==> src/rrc_pkg.sv <==
// Shared types, constants and helpers of the range rule table classifier.
// Used by rrc_rule_mem, rrc_rule_match and the top level; it depends on nothing else.
package rrc_pkg;

	localparam int NUM_RULES   = 16;
	localparam int PARAM_COUNT = 14;
	localparam int VALUE_WIDTH = 16;

	localparam int FIELD_W = 16;
	localparam int KEEP_W  = (VALUE_WIDTH < FIELD_W) ? VALUE_WIDTH : FIELD_W;
	localparam int RULE_W  = (NUM_RULES > 1) ? $clog2(NUM_RULES) : 1;
	localparam int CNT_W   = $clog2(PARAM_COUNT + 1);
	localparam int SUM_W   = $clog2(PARAM_COUNT + 16);

	typedef enum logic [1:0] {
		CMD_BOUNDS = 2'd0,
		CMD_MISSES = 2'd1,
		CMD_VALUE  = 2'd2
	} cmd_t;

	typedef logic signed [VALUE_WIDTH-1:0] val_t;
	typedef logic [RULE_W-1:0] rule_idx_t;

	typedef struct packed {
		logic [1:0]         cmd;
		logic [3:0]         rule_index;
		logic [3:0]         param_index;
		logic signed [15:0] low_bound;
		logic signed [15:0] high_bound;
		logic [3:0]         allowed_misses;
		logic signed [15:0] param_value;
		logic [4:0]         override_code;
		logic               last_value;
	} in_item_t;

	typedef struct packed {
		logic [3:0] matched_rule;
		logic       by_override;
		logic       no_match;
	} out_item_t;

	typedef struct packed {
		val_t lo;
		val_t hi;
	} bound_t;

	typedef bound_t [PARAM_COUNT-1:0] bound_row_t;
	typedef val_t [PARAM_COUNT-1:0] value_row_t;

	// Table write request from the control logic to the rule store.
	typedef struct packed {
		logic       bnd_we;
		logic       mis_we;
		rule_idx_t  rule;
		logic [3:0] param;
		val_t       low;
		val_t       high;
		logic [3:0] misses;
	} tbl_wr_t;

	// Keeps the low KEEP_W bits of a field and sign-extends them to VALUE_WIDTH.
	function automatic val_t to_val(input logic [FIELD_W-1:0] x);
		logic [31:0] ext;
		val_t r;
		ext = 32'(x);
		for (int b = 0; b < VALUE_WIDTH; b++) begin
			r[b] = (b < KEEP_W) ? ext[b] : x[KEEP_W-1];
		end
		return r;
	endfunction

endpackage

==> src/rrc_rule_match.sv <==
// Range check of all parameter values against one rule row and the
// hit-count test against the rule's allowed misses. Uses rrc_pkg.
module rrc_rule_match (
	input  rrc_pkg::value_row_t values,
	input  rrc_pkg::bound_row_t bounds,
	input  logic [3:0]          misses,
	output logic                hit
);
	import rrc_pkg::*;

	logic [PARAM_COUNT-1:0] in_range;
	logic [CNT_W-1:0]       hits;
	logic [SUM_W-1:0]       total;

	always_comb begin
		for (int p = 0; p < PARAM_COUNT; p++) begin
			in_range[p] = ($signed(values[p]) >= $signed(bounds[p].lo)) &&
				($signed(values[p]) <= $signed(bounds[p].hi));
		end
	end

	// hits >= PARAM_COUNT - misses, rearranged so nothing goes negative.
	assign hits  = CNT_W'($countones(in_range));
	assign total = SUM_W'(hits) + SUM_W'(misses);
	assign hit   = (total >= SUM_W'(PARAM_COUNT));

endmodule

==> config.mk <==
export PLATFORM = sky130hd
export DESIGN_NAME = rrc_rule_match
export DESIGN_NICKNAME = d
export VERILOG_FILES = /design/src/rrc_pkg.sv /design/src/rrc_rule_match.sv
export SDC_FILE = /design/constraint.sdc
export NUM_CORES = 1
export LEC_CHECK = 0
export ABC_AREA = 0
export BUFFER_PORTS_ARGS = -buffer_cell sky130_fd_sc_hd__buf_2
export CORE_AREA = 3 3 265 267
export DETAILED_ROUTE_END_ITERATION = 6
export DIE_AREA = 0 0 268 270
export PLACE_DENSITY_LB_ADDON = 0.08
export SYNTH_ARGS = -nofsm -noshare
export SYNTH_HDL_FRONTEND = slang
export SYNTH_SLANG_ARGS = --single-unit
==> constraint.sdc <==
create_clock -name vclk -period 5.7
set_input_delay 0.285 -clock vclk [all_inputs]
set_output_delay 0.285 -clock vclk [all_outputs]
set_load 0.03 [all_outputs]
==> metrics <==
status=completed; pins over their slew limit=0; synthesis-to-layout area growth=46.0%; final-layout clock buffer total=0; Chip Width=268 µm; Vias/cell=4.25; syn avg cell area=7.23 µm²; endpoints failing setup=0; drt wl/cell=17.7 µm; Max Freq=0.177 GHz; Worst Setup Path Type=input port to primary output; Port Buffer Count=677; Seq cells=0; Final Cycle Share=0.992; Total GRT Usage=0.153; CORE AREA=0.0683 mm²; Tmin final=5.65 ns; Worst setup SP type=input port; Reg area=0 µm²; Initial Util=0.172; maxcap violations=0; yosys warns=0; worst setup margin=0.0470 ns; die area=0.0724 mm²; critical path capture point type=primary output; Slew @ Worst Pin=0.710 ns; initial antenna violation count=57; number of hold violations in the final report=0; RSZ-0062 raised after global routing=true; PD cells=87.9 mW/mm²; vias in the first global route=15088; Top Ports=677; fin util=0.251; Worst Path Max Fanout=2; setup TNS=0 ns; Synthesized Nets=2764; leakage=10.6 nW; Layout Nets=3522; DRC=0; Starting DRT DRC Count=405; Die Ht=270 µm; Peak VDD IR=165 µV; register area share after synthesis=0; worst hold path type=input port to primary output; layout cell share with drive strength beyond 1=0.333; DR pass1 iterations=7; gpl congestion=0.863; routed via count=13972; GR Overflow Total=0; Std-Cell Rows=96; post-synthesis cell count=1623; Routed WL=58200 µm; first-pass GRT wire length=85700 µm; Mapped Area=0.0117 mm²; Antenna Violating Nets Remaining=0; required time of the critical path=5.41 ns; relative slew slack=0.524; largest net degree at the start of global routing=5; fillcell total=7778; DP HPWL=56300 µm; CP arrival=5.37 ns; pre-CTS setup slack=-0.552 ns; count of different cell masters after synthesis=51
[power by group]
group          switching (W)  leakage (nW)     internal, W
clock network              0      0.000177  0.000000000659
registers                  0             0               0
logic               0.000780          10.6        0.000726
[routing by layer]
metal | track usage | wire, µm
met3 | 0.0467 | 4870
met2 | 0.289 | 29400
met5 | 0 | 315
met1 | 0.170 | 23000
met4 | 0.0187 | 546
[through the flow]
stage | instance area, µm² | power [W] | hold WS, ns | std cells
3_5_place_dp | 16800 | 0.00149 | 1.16 | 3260
3_3_place_gp | 16800 | 0.00148 | 1.17 | 3260
4_1_cts | 17000 | 0.00154 | 1.11 | 3259
5_1_grt | 17100 | 0.00174 | 1.15 | 3272
6_report | 17100 | 0.00151 | 1.11 | 3289
2_1_floorplan | 11700 | 0.000830 | 0.930 | 1623
[timing repair]
action | CTS | global route
setup endpoints to repair | 1 | 1
setup buffers | 1 | 2
hold buffers | 0 | 0
resized for setup | 33 | 16
pin swaps | 24 | 8
cloned | 0 | 0
[area by class of cell]
cell class | instances | area [µm²] | share of cell area
antenna | 28 | 70.1 | 0.00409
timing repair buffer | 756 | 4000 | 0.233
tap | 882 | 1100 | 0.0644
inverter | 463 | 1740 | 0.101
multi-input combinational | 1160 | 10200 | 0.597
[final timing paths]
path         from  end  slack [ns]  depth (start not counted)
min     misses[3]  hit        1.11                          5
max   values[129]  hit        0.05                         22
[synth_stat cells (4+ instances only)]
cell	number	area [µm²]
ha_1	455	5690
a21o_1	58	435
nor3_1	18	90.1
nand4_1	76	475
a221oi_1	13	114
a2111oi_0	14	123
fa_1	10	200
a211oi_1	25	188
a221o_1	4	40.0
nor2_1	49	184
mux2i_1	5	50.1
nand2_1	78	293
o22ai_1	4	25.0
or3_1	4	25.0
inv_1	463	1740
nand3_1	38	190
and4_1	14	123
xor2_1	4	35.0
o2111ai_1	4	35.0
nand2b_1	12	75.1
a21oi_1	139	696
and3_1	7	43.8
nor2b_1	16	100
nor4_1	11	68.8
o21ai_0	41	205
o21a_1	9	67.6
a31oi_1	5	31.3
a21boi_0	4	30.0
o211ai_1	9	67.6
[critical path: stages]
cell	delay (ns)
buf_2	0.15
ha_4	0.24
nor2b_1	0.12
o211ai_1	0.27
a2111oi_4	0.13
nor4b_4	0.30
mux2i_1	0.13
a311o_1	0.31
fa_1	0.57
fa_1	0.45
fa_1	0.49
inv_1	0.05
fa_1	0.45
fa_2	0.36
inv_2	0.07
fa_2	0.20
inv_1	0.04
a21o_1	0.15
a21oi_2	0.12
xor2_1	0.19
o31ai_2	0.09
buf_4	0.19
[cell usage in the layout (no fill, tap or decap), types with 4 or more instances in the layout]
cell,n
a2111oi_0,11
a211oi_1,22
a21o_1,58
a21oi_1,133
a21oi_2,6
a221o_1,4
a221oi_1,12
a31oi_1,5
and3_1,7
and4_1,13
buf_2,673
buf_4,81
diode_2,28
fa_1,8
ha_1,449
ha_4,6
inv_1,460
mux2i_1,5
nand2_1,78
nand2b_1,12
nand3_1,38
nand4_1,76
nor2_1,49
nor2b_1,16
nor3_1,16
nor4_1,9
o2111ai_1,4
o211ai_1,9
o21a_1,9
o21ai_0,37
o21ai_1,4
or3_1,4
xor2_1,4
[kinds of logic (layout without fill, tap and decap cells)]
group / count (synthesis) / count (layout) / synth area share
fa+ha+maj: 465 / 465 / 0.502
buf+inv: 463 / 1219 / 0.148
compound gates: 350 / 350 / 0.191
simple gates: 334 / 334 / 0.150
mux: 7 / 7 / 0.00618
xor+xnor: 4 / 4 / 0.00298
other cells: 0 / 28 / 0
Note: power is estimated with default switching activity, not from simulation.
